[config.mk]
export PLATFORM = sky130hd
export DESIGN_NAME = mru_app_list
export DESIGN_NICKNAME = d
export VERILOG_FILES = /design/src/mal_pkg.sv /design/src/mal_ram.sv /design/src/mru_app_list.sv
export SDC_FILE = /design/constraint.sdc
export NUM_CORES = 1
export LEC_CHECK = 0
export BUFFER_PORTS_ARGS = -buffer_cell sky130_fd_sc_hd__buf_2
export CAP_MARGIN = 20
export CORE_ASPECT_RATIO = 0.5
export CORE_UTILIZATION = 25
export CTS_CLUSTER_SIZE = 25
export DETAILED_ROUTE_END_ITERATION = 16
export GPL_TIMING_DRIVEN = 0
export PLACE_DENSITY = 0.38
export SYNTH_ARGS = -nofsm -noshare
export SYNTH_HDL_FRONTEND = slang
export SYNTH_HIERARCHICAL = 1
export SYNTH_SLANG_ARGS = --single-unit
[constraint.sdc]
create_clock -name clk -period 3.4 [get_ports clk]
set_input_delay 0 -clock clk [delete_from_list [all_inputs] [get_ports clk]]
set_output_delay 0 -clock clk [all_outputs]
set_load 0.02 [all_outputs]
[src/mal_pkg.sv]
// ----------------------------------------------------------------------------
// mal_pkg: shared types and codes for the most-recent-first application list
// Entry layout of the list memory and the operation codes.
// ----------------------------------------------------------------------------
package mal_pkg;

  // One list entry: foreground mark and application key.
  typedef struct packed {
    logic       fg;
    logic [7:0] key;
  } entry_t;

  localparam logic [2:0] OP_LAUNCH  = 3'd0;
  localparam logic [2:0] OP_SUSPEND = 3'd1;
  localparam logic [2:0] OP_KILL    = 3'd2;
  localparam logic [2:0] OP_LOOKUP  = 3'd3;
  localparam logic [2:0] OP_READ    = 3'd4;
  // Internal code for an operation that has no effect on the list.
  localparam logic [2:0] OP_NONE    = 3'd7;

  localparam logic [1:0] ST_EMPTY = 2'd0;
  localparam logic [1:0] ST_FG    = 2'd1;
  localparam logic [1:0] ST_BG    = 2'd2;

endpackage

[src/mal_ram.sv]
// ----------------------------------------------------------------------------
// mal_ram: list entry memory
// One write port and one read port with registered read data.
// ----------------------------------------------------------------------------
module mal_ram #(
  parameter int DEPTH = 8,
  parameter int AW    = 3
) (
  input  logic            clk,
  input  logic            we,
  input  logic [AW-1:0]   waddr,
  input  mal_pkg::entry_t wdata,
  input  logic            re,
  input  logic [AW-1:0]   raddr,
  output mal_pkg::entry_t rdata
);
  import mal_pkg::*;

  entry_t mem [DEPTH];
  entry_t rdata_r;

  always_ff @(posedge clk) begin
    if (we) begin
      mem[waddr] <= wdata;
    end
    if (re) begin
      rdata_r <= mem[raddr];
    end
  end

  assign rdata = rdata_r;

endmodule

[src/mru_app_list.sv]
// ----------------------------------------------------------------------------
// mru_app_list: most-recent-first list of application keys
// Launch, suspend, kill, lookup and read on a list held in a small memory.
// ----------------------------------------------------------------------------
// An operation is taken when start is high and busy is low. A single key
// comparator walks the list one entry per cycle through the memory's read
// port, moving entries as it goes, for launch, suspend, kill and lookup;
// read and operations with no effect go straight to the finishing state.
// busy stays high from acceptance through the finishing state.
// Each result appears on the out_ ports for exactly one cycle, marked by
// out_valid, and must be taken then: there is no way to hold it off.
module mru_app_list #(
  parameter int DEPTH = 8
) (
  input  logic       clk,
  input  logic       rst_n,
  input  logic       start,
  output logic       busy,
  input  logic [2:0] in_operation,
  input  logic [7:0] in_app_key,
  input  logic [2:0] in_slot_index,
  output logic       out_valid,
  output logic       out_hit,
  output logic [3:0] out_entry_count,
  output logic [7:0] out_entry_key,
  output logic [1:0] out_entry_state
);
  import mal_pkg::*;

  localparam int AW = $clog2(DEPTH);
  localparam int CW = $clog2(DEPTH + 1);
  localparam int IW = CW + 3;

  typedef enum logic [2:0] {
    S_IDLE = 3'b001,
    S_SCAN = 3'b010,
    S_END  = 3'b100
  } state_t;

  state_t        state_r, state_nxt;
  logic [2:0]    op_r, op_nxt;
  logic [7:0]    key_r, key_nxt;
  logic [CW-1:0] cnt_r, cnt_nxt;
  logic [CW-1:0] idx_r, idx_nxt;
  entry_t        carry_r, carry_nxt;
  logic          hit_r, hit_nxt;
  logic          found_r, found_nxt;
  logic          rd_ok_r, rd_ok_nxt;

  logic          out_valid_r, out_valid_nxt;
  logic          out_hit_r, out_hit_nxt;
  logic [3:0]    out_count_r, out_count_nxt;
  logic [7:0]    out_key_r, out_key_nxt;
  logic [1:0]    out_state_r, out_state_nxt;

  logic          we, re;
  logic [AW-1:0] waddr, raddr;
  entry_t        wdata, rdata;

  logic          accept, match, last, stop, scan_op;
  logic [CW-1:0] idx_inc, idx_dec;
  logic [IW-1:0] slot_w, cnt_w;
  logic [CW+3:0] cnt_ext;
  logic [2:0]    op_eff;

  mal_ram #(
    .DEPTH (DEPTH),
    .AW    (AW)
  ) u_ram (
    .clk   (clk),
    .we    (we),
    .waddr (waddr),
    .wdata (wdata),
    .re    (re),
    .raddr (raddr),
    .rdata (rdata)
  );

  assign accept  = start && (state_r == S_IDLE);
  assign match   = (rdata.key == key_r);
  assign idx_inc = idx_r + CW'(1);
  assign idx_dec = idx_r - CW'(1);
  assign last    = (idx_inc == cnt_r);
  assign slot_w  = {{CW{1'b0}}, in_slot_index};
  assign cnt_w   = {3'b000, cnt_r};
  assign cnt_ext = {4'b0000, cnt_nxt};

  // A null key turns launch, kill and lookup into an operation with no effect.
  always_comb begin
    op_eff = in_operation;
    if ((in_app_key == 8'd0) &&
        ((in_operation == OP_LAUNCH) || (in_operation == OP_KILL) ||
         (in_operation == OP_LOOKUP))) begin
      op_eff = OP_NONE;
    end
    scan_op = (op_eff == OP_LAUNCH) || (op_eff == OP_SUSPEND) ||
              (op_eff == OP_KILL) || (op_eff == OP_LOOKUP);
  end

  always_comb begin
    state_nxt     = state_r;
    op_nxt        = op_r;
    key_nxt       = key_r;
    cnt_nxt       = cnt_r;
    idx_nxt       = idx_r;
    carry_nxt     = carry_r;
    hit_nxt       = hit_r;
    found_nxt     = found_r;
    rd_ok_nxt     = rd_ok_r;
    out_valid_nxt = 1'b0;
    out_hit_nxt   = out_hit_r;
    out_count_nxt = out_count_r;
    out_key_nxt   = out_key_r;
    out_state_nxt = out_state_r;
    we            = 1'b0;
    waddr         = idx_r[AW-1:0];
    wdata         = carry_r;
    re            = 1'b0;
    raddr         = '0;
    stop          = 1'b0;

    unique case (state_r)
      S_IDLE: begin
        if (accept) begin
          op_nxt    = op_eff;
          key_nxt   = in_app_key;
          idx_nxt   = '0;
          carry_nxt = '{fg: 1'b1, key: in_app_key};
          hit_nxt   = 1'b0;
          found_nxt = 1'b0;
          rd_ok_nxt = (op_eff == OP_READ) && (slot_w < cnt_w);
          if (scan_op && (cnt_r != '0)) begin
            re        = 1'b1;
            state_nxt = S_SCAN;
          end else begin
            re        = (op_eff == OP_READ) && (slot_w < cnt_w);
            raddr     = slot_w[AW-1:0];
            state_nxt = S_END;
          end
        end
      end

      S_SCAN: begin
        // rdata holds the entry at idx_r.
        unique case (op_r)
          OP_LAUNCH: begin
            // Write the carried entry here and carry the old one onward; a
            // match ends the shift since its own slot has been filled.
            we        = 1'b1;
            carry_nxt = rdata;
            if (match) begin
              hit_nxt = 1'b1;
              stop    = 1'b1;
            end
          end
          OP_SUSPEND: begin
            if (rdata.fg) begin
              we      = 1'b1;
              wdata   = '{fg: 1'b0, key: rdata.key};
              hit_nxt = 1'b1;
              stop    = 1'b1;
            end
          end
          OP_KILL: begin
            // Once the key has been seen, each later entry moves up a place.
            if (found_r) begin
              we    = 1'b1;
              waddr = idx_dec[AW-1:0];
              wdata = rdata;
            end else if (match) begin
              found_nxt = 1'b1;
            end
          end
          OP_LOOKUP: begin
            if (match) begin
              hit_nxt = 1'b1;
              stop    = 1'b1;
            end
          end
          default: begin
            stop = 1'b1;
          end
        endcase
        if (stop || last) begin
          state_nxt = S_END;
        end else begin
          idx_nxt = idx_inc;
          re      = 1'b1;
          raddr   = idx_inc[AW-1:0];
        end
      end

      S_END: begin
        if ((op_r == OP_LAUNCH) && !hit_r && (cnt_r < CW'(DEPTH))) begin
          we      = 1'b1;
          waddr   = cnt_r[AW-1:0];
          wdata   = carry_r;
          cnt_nxt = cnt_r + CW'(1);
        end else if ((op_r == OP_KILL) && found_r) begin
          cnt_nxt = cnt_r - CW'(1);
        end
        out_valid_nxt = 1'b1;
        out_hit_nxt   = hit_r || ((op_r == OP_KILL) && found_r);
        out_count_nxt = cnt_ext[3:0];
        if (rd_ok_r) begin
          out_key_nxt   = rdata.key;
          out_state_nxt = rdata.fg ? ST_FG : ST_BG;
        end else begin
          out_key_nxt   = 8'd0;
          out_state_nxt = ST_EMPTY;
        end
        state_nxt = S_IDLE;
      end

      default: begin
        state_nxt = S_IDLE;
      end
    endcase
  end

  always_ff @(posedge clk) begin
    if (!rst_n) begin
      state_r     <= S_IDLE;
      cnt_r       <= '0;
      out_valid_r <= 1'b0;
    end else begin
      state_r     <= state_nxt;
      cnt_r       <= cnt_nxt;
      out_valid_r <= out_valid_nxt;
    end
  end

  always_ff @(posedge clk) begin
    op_r        <= op_nxt;
    key_r       <= key_nxt;
    idx_r       <= idx_nxt;
    carry_r     <= carry_nxt;
    hit_r       <= hit_nxt;
    found_r     <= found_nxt;
    rd_ok_r     <= rd_ok_nxt;
    out_hit_r   <= out_hit_nxt;
    out_count_r <= out_count_nxt;
    out_key_r   <= out_key_nxt;
    out_state_r <= out_state_nxt;
  end

  assign busy            = (state_r != S_IDLE);
  assign out_valid       = out_valid_r;
  assign out_hit         = out_hit_r;
  assign out_entry_count = out_count_r;
  assign out_entry_key   = out_key_r;
  assign out_entry_state = out_state_r;

  a_cnt_bound : assert property (@(posedge clk) disable iff (!rst_n)
    cnt_r <= CW'(DEPTH))
    else $error("entry count exceeds list depth");

  a_scan_in_range : assert property (@(posedge clk) disable iff (!rst_n)
    (state_r == S_SCAN) |-> (idx_r < cnt_r))
    else $error("scan index beyond the filled part of the list");

  a_result_after_end : assert property (@(posedge clk) disable iff (!rst_n)
    out_valid_r |-> ($past(state_r) == S_END) && (state_r == S_IDLE))
    else $error("result beat without a finishing step");

  a_one_per_item : assert property (@(posedge clk) disable iff (!rst_n)
    (state_r == S_END) |=> !busy)
    else $error("block still busy after a result");

endmodule

=== After elaboration in Yosys (flattened, before gate mapping) ===
Memory sizes are Yosys's and may differ from the RTL's. A register that Yosys moved wholly into a read port is not among the register bits.
Index checks and enable logic that the tools add are counted.

* Output and inout port bits: 17
* Input bits: 17
* Word-level logic and storage cells: 123
* RAM bits: 72
* Register bits after elaboration: 50
* Memories kept: 1

{| class="wikitable"
|+ Memories
! memory !! depth !! width !! rd ports !! clocked after Yosys merged registers in !! write ports !! RTL line !! text
|-
| u_ram.mem || 8 || 9 || 1 || 1 || 1 || mal_ram.sv:19 || <nowiki>entry_t mem [DEPTH];</nowiki>
|}

* Mux-type cells: 50
* Magnitude comparators: 2
* Eq/ne operators: 23
* Add/sub/neg operators: 4
* Reduce and logical (&&, ||, !) cells: 28

{| class="wikitable"
|+ Operator list
! operator !! count
|-
| 9-bit 2-to-1 mux || 5
|-
| 9-bit one-hot mux with 2 select lines || 2
|-
| 3-bit 2-to-1 mux || 10
|-
| 3-bit by 2-bit equality test with 1-bit output, second input constant || 7
|-
| 4-bit 2-to-1 mux || 5
|-
| 3-bit one-hot mux with 2 select lines || 3
|-
| 1-bit 2-to-1 mux || 16
|-
| 2-bit != test, second input constant || 5
|-
| 1-bit one-hot mux with 2 select lines || 5
|-
| 3-bit by 1-bit equality test with 1-bit output, second input constant || 3
|-
| 3-bit zero test || 3
|-
| 3-bit AND reduction || 3
|-
| 4-bit by 1-bit adder with 4-bit output, second input constant || 2
|-
| 8-bit equality test || 1
|-
| 8-bit zero test || 1
|-
| 4-bit one-hot mux with 2 select lines || 1
|-
| 1-bit logical AND || 7
|-
| 1-bit logical OR || 7
|-
| 3-bit equality test, second input constant || 2
|-
| 3-bit by 2-bit != test with 1-bit output, second input constant || 2
|-
| 1-bit one-hot mux with 3 select lines || 2
|-
| 5-bit AND reduction || 1
|-
| 4-bit equality test || 1
|-
| 3-bit by 4-bit < comparator with 1-bit output || 1
|-
| 11 further kinds || 12
|}

=== Longest topological paths before layout ===
Gate-level depths: netlist of run 1.

* Word-level depth: 13
* Gate-level depth with buffers: 10

=== Hierarchy ===
Netlist of run 1, hierarchy kept.

{| class="wikitable"
|+ By module, submodules not included
! module !! cells an instance !! instances !! area each (um^2)
|-
| mal_ram || 126 || 1 || 3109.2
|-
| mru_app_list || 230 || 1 || 2616.3
|}

=== Worst setup path after synthesis of run 1 ===
Ideal clock, no wire load.

* Kind: register -> register
* From: register op_r[1]
* To: memory u_ram/mem[0][0] in the netlist's numbering, enable pin
* Arrival time: 2.376 ns
* Slack: 0.637 ns
* Buffers on the path: 0
* Period minus slack after synthesis: 2.763 ns
* Cell stages (with the launch flop): 7
* Library setup time: 0.387 ns
* Cells stage by stage: edfxtp_1 or4_4 nor2_4 o21ai_1 a222oi_1 inv_1 nor3_1

* Elaborated cells on any way between the ends: 13
* Those cells by class: eq/ne (2); mux (8); reduce/logical (3)

{| class="wikitable"
|+ RTL lines
! element !! RTL line !! text
|-
| start, declared || mru_app_list.sv:41 || <nowiki>logic [2:0] op_r, op_nxt;</nowiki>
|-
| start signal, assigned || mru_app_list.sv:234 || <nowiki>op_r <= op_nxt;</nowiki>
|-
| 3-bit zero test || mru_app_list.sv:194 || <nowiki>if ((op_r == OP_LAUNCH) && !hit_r && (cnt_r < CW'(DEPTH))) begin</nowiki>
|-
| 1-bit logical AND (2 in series) || mru_app_list.sv:194 ||
|-
| 3-bit 2-to-1 mux || mru_app_list.sv:194 ||
|-
| 3-bit one-hot mux with 2 select lines (*) || mru_app_list.sv:122 || <nowiki>unique case (state_r)</nowiki>
|-
| net waddr[0] || mru_app_list.sv:57 || <nowiki>logic [AW-1:0] waddr, raddr;</nowiki>
|-
| end, declared || mal_ram.sv:19 ||
|}

Mark *: on every way through the listed nets, which the timed path passes. The rest lies on a longest branch.

=== Worst setup path after layout of run 1 ===
* From: register op_r[1]
* To: memory u_ram/mem[6][0] in the netlist's numbering, enable pin

The elaborated chain is that of the path after synthesis.

==> results of run 1 <==
[worst paths after layout]
| check | cells past startpoint | end | slack (ns) |
|---|---|---|---|
| worst max-delay path | 7 | u_ram/mem[6][0] | -0.03 |
| worst min register to register | 1 | out_hit | 0.63 |
| worst min-delay path | 3 | found_r | 0.10 |
| worst max register to register | 7 | u_ram/mem[6][0] | -0.03 |
[what timing repair did]
item	CTS	global route
resized for setup	1	5
endpoints found under the hold margin	26	0
hold buffers	12	0
setup endpoints to repair	27	45
gates cloned	0	0
[layout by cell type, fill, tap and decap left out, drive strengths merged, types with 4 or more instances in the layout]
cell,Yosys,final
a21oi,4,4
and2,15,15
buf,8,42
clkbuf,4,22
dfxtp,8,8
dlygate4sd3,0,12
edfxtp,123,123
ha,6,6
inv,13,22
mux2,17,17
mux4,18,18
nand2,36,36
nand2b,6,6
nand3,5,5
nor2,20,20
nor3,4,4
o21ai,11,11
or2,4,4
xnor2,7,7
xor2,12,12
[logic make-up (layout without fill, tap and decap cells)]
group                    Yosys count  in the layout  share of synthesized area
AND/OR/NAND/NOR                  104            104                     0.0948
XOR/XNOR                          19             19                     0.0304
buffers and inverters             26            105                     0.0243
adder cells (fa/ha/maj)            6              6                     0.0131
flip-flops                       131            131                      0.673
AO/OA/AOI/OAI                     34             34                     0.0465
multiplexers                      36             36                      0.118
[power breakdown]
part	leakage, uW	total (uW)	switching, uW	internal (uW)
Combinational	0.000966	200	111	88.6
Clock	0.000294	1900	786	1120
Sequential	0.00120	1810	17.0	1790
Total	0.00246	3910	914	3000
[state kept, by name, summed over array words and instances, names as in the netlist, 4 cells and up]
name and flops:
out_entry_count 4, u_ram/mem 72, cnt_r 4, u_ram/rdata 9, idx_r 4, out_entry_key 8, carry_r 9, key_r 8
[worst max-delay path, delay by kind of cell (launching register included)]
family | cells | cell delay, ns
compound gates | 2 | 0.54
simple gates | 4 | 1.77
flops | 1 | 0.52
buf+inv | 1 | 0.21
[final cells by class]
type / count / area share
multi-input cells: 199 / 0.251
well taps: 300 / 0.0532
plain buffers: 12 / 0.0128
flip-flops and latches: 131 / 0.546
clock inverters: 15 / 0.0264
repair buffers: 47 / 0.0426
clock buffers: 17 / 0.0603
inverters: 14 / 0.00745
[layer usage]
metal	vias up	share of wire	wire length, um
li1	1510	-	-
met1	1614	0.54	7050
met2	43	0.43	5570
met3	5	0.026	343
met4	0	0.0062	81
met5	-	0	0
[through the flow]
stage               setup TNS, ns  instance area, um2  instances
global route                -3.66                7060        735
finish                     -0.207                7060        735
CTS                        -0.467                7030        735
detailed placement          -1.51                6300        691
global placement            -6.85                6270        689
floorplan                       0                5730        356
==> results.md, run 1 <==
- RSZ-0062 raised after global routing: true
- Drc violations: 0
- Die Wd: 216 um
- Pwr per Cell Area: 554 mW/mm2
- Yosys top cell by area: edfxtp_1
- Worst Hold Margin: 0.103 ns
- Asr flop ratio synth: 0
- Slew headroom: 0.338
- Synth area leaders: edfxtp_1 (65%), mux4_1 (8.3%), mux2_2 (3.3%), dfxtp_1 (2.8%), nand2_1 (2.4%)
- Register area: 0.00385 mm2
- First-pass GRT wire length: 20000 um
- I/O Pins: 34
- Iteration-0 DRC Markers: 267
- Ant diodes: 0
- Setup Buffers After CTS: 0
- Number of global-route vias before repair: 3245
- Leak: 0.00246 uW
- GR Util met2: 0.172
- Global routing's busiest layer: met2
- Top cells by count, synth: edfxtp_1 (123), nand2_1 (36), mux4_1 (18), nor2_1 (18), mux2_2 (17)
- Via count of the routed design: 3172
- Core area: 0.0221 mm2
- Number of synthesized flops with an enable pin: 123
- Met1 usage: 0.172
- Routed len/inst: 17.8 um
- Crit-path slowest cell: nor2_1
- Final WL: 13000 um
- Synth Cell Area: 0.00573 mm2
- Final setup viols: 9
- Worst EP required: 3.43 ns
- Worst Setup SP: op_r[1]
- TritonCTS clock tree: built
- Final Cycle Share: 1.01
- Failing checks: negative setup slack
- Row Count: 38
- Nets: 445
- H-tree Lvls: 4
- Synth cell types: 56
- IO Port Bufs: 33
- Drt first pass iters: 4
- HPWL after DPL: 8990 um
- Worst-path fanout max: 9
- Status: finished with violations
- Fin. Hold Viols: 0
- Launching point of the worst reg2reg path: op_r[1]
- Sequential area share after synthesis: 0.673
- GPL Wtd Cong: 0.728
- Most common cell in the netlist: edfxtp_1
- Place WS: -0.156 ns
- Hold Crit Start: start
- Clock skew: 0.0119 ns
- Met3 Use GR: 0.0237
- Crit start category: register
- Die Height: 109 um
- Maximum Capacitance Violations: 0
- Primary FF master, synth: edfxtp_1
- Clock Pin Slew Worst Setup and Hold Paths: 0.06 ns
- Worst Slack Setup Final: -0.0266 ns
- HP Class: in -> reg
- Area growth, synth to finish: 23.2%
- Final core occ: 0.320
- Critical path data arrival time: 3.46 ns
- Crit Path Category: reg -> reg
- Initial antenna violation count: 0
- Share of the synthesized area in the top cell type: 0.645
- Synth warn: 6
- Final Max Slew Viols: 0
- Layout cell share with drive strength beyond 1: 0.262
- Yosys reg bits: 131
- Max VDD drop: 397 uV
- Total grt overflow: 0
- Multi-input logic area: 0.00177 mm2
- Initial core utilization: 0.260
- Pwr Total: 3910 uW
- Vias per inst: 4.32
- Crit end category: register
- CTS Buf Count: 17
- DRT antenna net count: 0
- Crit path cell chain: or4_4 -> nor2_4 -> o21ai_1 -> a222oi_1 -> inv_1 -> nand2b_1 -> nor2_1
- Cells after synthesis: 356
- Num Clock Sinks: 131
- Clk_lat worst skew: 0.41 ns
- Fin crit period: 3.43 ns
- Average cell area after synthesis: 16.1 um2
- GRT Util Overall: 0.119
- Worst slew pin tran: 0.989 ns
- Clock tree buffer depth: 2
- Largest net degree at the start of global routing: 21
- Die ar.: 0.0235 mm2
- Mapped Nets: 379
- Peak Freq: 292 MHz
- Layout fillers: 2181
- Slowest stage delay, CP: 0.78 ns
- Root Buffer: clkbuf_16
Power figures use the tool's default switching activity.
==> inputs of run 2 (changes only) <==
CTS_BUF_LIST = sky130_fd_sc_hd__clkbuf_2   (was not set)
PLACE_DENSITY = 0.37   (was 0.38)
SYNTH_HIERARCHICAL = not set   (was 1)
==> results.md, run 2 <==
- Status: complete, no violations
- Maximum Capacitance Violations: 0
- Post-route cell area: 0.00735 mm2
- Final setup viols: 0
- H-tree Lvls: 4
- Primary FF master, synth: edfxtp_1
- Synth cell types: 58
- Sequential area share after synthesis: 0.622
- Area post-placement: 0.00680 mm2
- IO Port Bufs: 33
- WHS Path Cells: 4
- Worst Hold Margin: 0.107 ns
- Clock Pin Slew Worst Setup and Hold Paths: 0.21 ns
- Most common cell after layout, fill and taps aside: edfxtp_1
- Mapped Nets: 497
- Crit end category: register
- Number of global-route vias before repair: 4084
- Final core occ: 0.304
- Row Count: 40
- Layout fillers: 2492
- Average cell area after synthesis: 13.1 um2
- Slew headroom: 0.384
- Met3 Use GR: 0.0366
- Synth warn: 0
- Worst slew pin tran: 0.918 ns
- Most common cell in the netlist: edfxtp_1
- Num Clock Sinks: 131
- Drt first pass iters: 5
- Leading cell types in the layout, fill and taps excluded: edfxtp_1 (123), buf_2 (43), inv_1 (42)
- Met1 usage: 0.210
- Worst R2R End: u_ram.mem[0][7]
- Asr flop ratio synth: 0
- Drc violations: 0
- CTS Buf Count: 17
- RSZ-0062 raised after global routing: false
- DRT antenna net count: 0
- Number of synthesized flops with an enable pin: 123
- Hold path endpoint: carry_r[6]
- TritonCTS clock tree: built
- Root Buffer: clkbuf_2
- Worst-path fanout max: 9
- R2R setup slack: 0.18 ns
- Final Cycle Share: 0.948
- Global routing's busiest layer: met2
- Synth Cell Area: 0.00620 mm2
- Nets: 576
- Clock tree buffer depth: 2
- I/O Pins: 34
- Hold Crit Start: in_app_key[6]
- Worst r2r path cells: 6
- Max reg flops: 72
- Worst EP required: 3.78 ns
- Iteration-0 DRC Markers: 337
- Launching point of the worst reg2reg path: op_r[2]
- HPWL after DPL: 12200 um
- Max VDD drop: 189 uV
- Largest net degree at the start of global routing: 23
- Initial antenna violation count: 1
- Setup Buffers After CTS: 0
- Fin. Hold Viols: 0
- Pwr per Cell Area: 430 mW/mm2
- Via count of the routed design: 4111
- GPL Wtd Cong: 0.756
- Die Height: 113 um
- Vias per inst: 4.56
- Fin crit period: 3.22 ns
- Crit start category: register
- Die Wd: 225 um
- Most flop-heavy register: u_ram.mem
- Final WL: 17600 um
- Peak Freq: 310 MHz
- Routed len/inst: 19.5 um
- GRT Util Overall: 0.146
- Synth area leaders: edfxtp_1 (60%), a2111o_1 (4.9%), a211oi_1 (4.5%), inv_1 (2.6%), dfxtp_1 (2.6%)
- Top cells by count, synth: edfxtp_1 (123), inv_1 (43), a211oi_1 (37)
- GR Util met2: 0.218
- Cells after synthesis: 474
- Layout cell share with drive strength beyond 1: 0.198
- Leak: 0.00259 uW
- Yosys top cell by area: edfxtp_1
- Crit Path Category: reg -> reg
- Clock skew: 0.0373 ns
- Total grt overflow: 0
- Setup TNS: 0 ns
- HP Class: in -> reg
- Area growth, synth to finish: 18.5%
- Yosys reg bits: 131
- Share of the synthesized area in the top cell type: 0.596
- Critical path data arrival time: 3.60 ns
- First-pass GRT wire length: 26700 um
- Die ar.: 0.0255 mm2
- Core area: 0.0242 mm2
- Clk_lat worst skew: 0.73 ns
- Final Max Slew Viols: 0
- Initial core utilization: 0.256
==> run 2: cell count changes after synthesis, moves of 5 or more <==
cell and change:
a211oi_1 +36, a21o_1 +5, clkbuf_1 +6, a2111oi_0 +9, mux4_1 -18, buf_2 +8, mux2_2 -8, a2111o_1 +27
nor2_1 +8, and4b_1 +9, inv_1 +31
==> run 2: worst max-delay path, cell delays in order (launching register included) <==
cell and delay [ns]:
edfxtp_1 0.56, or2_2 0.38, nor4_4 0.41, mux2_2 0.39
a21oi_1 0.50, nand2_1 0.19, nor2_2 0.45
==> run 2: per-stage QoR <==
stage | power [uW] | cells | worst slack [ns]
after floorplan | 1990 | 474 | 0.620
after global placement | 2100 | 843 | -0.155
after detailed placement | 2100 | 844 | -0.193
after CTS | 3200 | 900 | -0.198
after global routing | 3290 | 902 | 0.00226
final | 3160 | 902 | 0.177
==> run 2: worst max-delay path by stage <==
stage / start / endpoint / slack [ns] / depth (start not counted)
final: op_r[2] / u_ram.mem[0][7] / 0.18 / 6
after global routing: op_r[0] / u_ram.mem[1][6] / 0.002 / 6
after CTS: state_r[2] / u_ram.mem[4][7] / -0.20 / 7
after detailed placement: state_r[2] / u_ram.mem[4][7] / -0.19 / 7
after global placement: state_r[2] / u_ram.mem[4][7] / -0.15 / 7
after floorplan: state_r[0] / u_ram.mem[6][0] / 0.62 / 7
==> run 2: kinds of logic (layout without fill, tap and decap cells) <==
kind of cell,after synthesis,in the layout,synth area share
buf+inv,74,165,0.0557
simple gates,119,119,0.106
fa+ha+maj,6,6,0.0121
compound gates,116,116,0.159
flops,131,131,0.622
xor+xnor,18,18,0.0276
mux,10,10,0.0180
other cells,0,1,0
==> run 2: timing repair <==
| action | 4_1_cts | 5_1_grt |
|---|---|---|
| hold buffers | 25 | 0 |
| cloned | 0 | 1 |
| pin swaps | 0 | 0 |
| endpoints found under the setup margin | 54 | 81 |
| gates resized for setup | 2 | 11 |
| hold endpoints to repair | 42 | 0 |
==> run 2: power breakdown <==
group          total, uW  leakage, uW  internal [uW]  switching (uW)
registers           1810      0.00118           1790            16.2
clock network       1070     0.000154            470             605
logic                278      0.00126            107             171
==> run 2: metal layers <==
metal | vias up | part of all wire
li1 | 1966 | -
met1 | 2058 | 0.51
met2 | 76 | 0.44
met3 | 11 | 0.040
met4 | 0 | 0.0093
met5 | - | 0
==> run 2: layout make-up <==
| cell class | instances | area (um2) | share of cell area |
|---|---|---|---|
| repair inverters | 1 | 5.00 | 0.000681 |
| multi-input cells | 269 | 2030 | 0.276 |
| inverters | 45 | 179 | 0.0244 |
| well taps | 336 | 420 | 0.0572 |
| diodes | 1 | 2.50 | 0.000341 |
| flip-flops and latches | 131 | 3850 | 0.525 |
| repair buffers | 59 | 423 | 0.0576 |
| plain buffers | 29 | 176 | 0.0240 |
| clock buffers | 18 | 90.1 | 0.0123 |
| clock inverters | 13 | 166 | 0.0227 |
==> inputs of run 3 (changes only) <==
ABC_AREA = 1   (was not set)
==> results.md, run 3 <==
- Status: complete, no violations
- First-pass GRT wire length: 27000 um
- Leak: 0.00324 uW
- Row Count: 40
- Maximum Capacitance Violations: 0
- Multiplexer share of the synthesized area: 0
- Area growth, synth to finish: 18.6%
- Die Height: 115 um
- IO Port Bufs: 33
- Clock tree buffer depth: 2
- Crit Path Category: reg -> reg
- Initial core utilization: 0.259
- H-tree Lvls: 4
- Synth Area in Adders: 0.0119
- Max reg flops: 72
- Drt first pass iters: 6
- Primary FF master, synth: edfxtp_1
- Clk_lat worst skew: 0.74 ns
- Yosys reg bits: 131
- Fin. Hold Viols: 0
- Critical path data arrival time: 3.43 ns
- Peak Freq: 328 MHz
- Layout cell share with drive strength beyond 1: 0.139
- Via count of the routed design: 4501
- Largest net degree at the start of global routing: 18
- Average cell area after synthesis: 9.61 um2
- Slew headroom: 0.248
- Initial antenna violation count: 1
- Synth Cell Area: 0.00633 mm2
- Routed len/inst: 15.6 um
- Yosys top cell by area: edfxtp_1
- Core area: 0.0244 mm2
- Setup TNS: 0 ns
- Worst Hold Margin: 0.141 ns
- Setup Buffers After CTS: 0
- Synth area leaders: edfxtp_1 (58%), nand2_1 (10%), inv_1 (8.2%), nand3_1 (6.6%), dfxtp_1 (2.5%)
- Synth Area in XOR/XNOR: 0.00691
- Crit end category: register
- Sequential area share after synthesis: 0.608
- Final core occ: 0.308
- Pwr Total: 3560 uW
- Synth warn: 0
- Mapped Nets: 682
- Clock Pin Slew Worst Setup and Hold Paths: 0.20 ns
- Clock skew: 0.0420 ns
- DRT antenna net count: 0
- I/O Pins: 34
- Final Cycle Share: 0.897
- Total grt overflow: 0
- GRT Util Overall: 0.144
- Root Buffer: clkbuf_2
- Worst slew pin tran: 1.13 ns
- Final setup viols: 0
- Cells after synthesis: 659
- Compound-Gate Fraction of Synth Area: 0.0456
- Final Max Slew Viols: 0
- Asr flop ratio synth: 0
- RSZ-0062 raised after global routing: false
- Number of global-route vias before repair: 4499
- Most common cell in the netlist: nand2_1
- Crit start category: register
- HP Class: in -> reg
- Top cells by count, synth: nand2_1 (176), inv_1 (138), edfxtp_1 (123)
- Die Wd: 227 um
- HPWL after DPL: 11900 um
- Pwr per Cell Area: 473 mW/mm2
- Fin crit period: 3.05 ns
- Die ar.: 0.0260 mm2
- Final WL: 17000 um
- Layout fillers: 2590
- Number of synthesized flops with an enable pin: 123
- Place WS: -0.0756 ns
- Num Clock Sinks: 131
- Nets: 764
- Vias per inst: 4.13
- Synth Area in Simple Gates: 0.227
- Worst EP required: 3.78 ns
- Drc violations: 0
- Share of the synthesized area in the top cell type: 0.583
- Most common cell after layout, fill and taps aside: nand2_1
- TritonCTS clock tree: built
- Largest family of logic cells by synthesized area: simple AND/OR/NAND/NOR gates
- CTS Buf Count: 17
- Worst Slack Setup Final: 0.349 ns
- Synth cell types: 40
- Max VDD drop: 164 uV
- GPL Wtd Cong: 0.843
- Iteration-0 DRC Markers: 319
- Worst-path fanout max: 9
- Leading cell types in the layout, fill and taps excluded: nand2_1 (176), inv_1 (138), edfxtp_1 (123)
- Most flop-heavy register: u_ram.mem
run 3: cell types whose count changed after synthesis, sizes merged, moves of 10 or more:
cell | before | now
nand3 | 4 | 89
nand2b | 10 | 0
inv | 44 | 143
nand2 | 34 | 178
and2 | 16 | 0
a211oi | 37 | 1
xor2 | 12 | 2
a2111o | 27 | 0
run 3: cell type report:
| class | count | area, um2 | share of cell area |
|---|---|---|---|
| antenna | 1 | 2.50 | 0.000333 |
| clock buffer | 20 | 100 | 0.0133 |
| inverter | 145 | 544 | 0.0725 |
| multi-input combinational | 369 | 1870 | 0.249 |
| timing repair buffer | 62 | 453 | 0.0603 |
| buffer | 15 | 87.6 | 0.0117 |
| clock inverter | 12 | 180 | 0.0240 |
| tap | 336 | 420 | 0.0560 |
| sequential | 131 | 3850 | 0.513 |
run 3: critical path, cell delays in order (launching register included):
cell	delay, ns
edfxtp_1	0.48
nor2_1	0.17
nand2_1	0.14
nor2_2	0.27
inv_1	0.24
nand2_1	0.16
o21ai_0	0.09
nand2_1	0.09
o2111ai_1	0.28
nor2_1	0.78
run 3: per-layer routing:
layer  global-route usage  vias to the layer above  share of wire  routed length (um)
met2                0.208                       89           0.43                7240
met4               0.0380                        0         0.0082                 140
met1                0.211                     2085           0.51                8700
met5                    0                        -              0                   0
met3               0.0382                        8          0.055                 934
li1                     -                     2319              -                   -
run 3: report_power, final:
part	internal (uW)	total (uW)	switching (uW)
combinational	156	522	366
clock	495	1130	635
sequential	1870	1900	34.2
run 3: repair_timing:
action / in CTS / in global routing
endpoints found under the hold margin: 51 / 0
hold buffers: 28 / 0
resized for setup: 2 / 0
endpoints found under the setup margin: 38 / 0
run 3: final timing paths:
check                      from         endpoint  slack, ns  depth (start not counted)
hold / removal    in_app_key[0]       carry_r[0]       0.14                          4
setup / recovery        op_r[0]  u_ram.mem[4][1]       0.35                          9
hold reg to reg           hit_r          out_hit       0.59                          2
setup reg to reg        op_r[0]  u_ram.mem[4][1]       0.35                          9
run 3: metrics by stage:
| step | instances | instance area, um2 |
|---|---|---|
| 2_1_floorplan | 659 | 6330 |
| 6_report | 1091 | 7510 |
| 5_1_grt | 1091 | 7510 |
| 3_5_place_dp | 1029 | 6930 |
| 3_3_place_gp | 1028 | 6920 |
| 4_1_cts | 1090 | 7510 |
run 3: cell families after synthesis:
kind of cell | count (synthesis)
simple gates | 312
flops | 131
buf+inv | 160
compound gates | 45
xor+xnor | 5
fa+ha+maj | 6
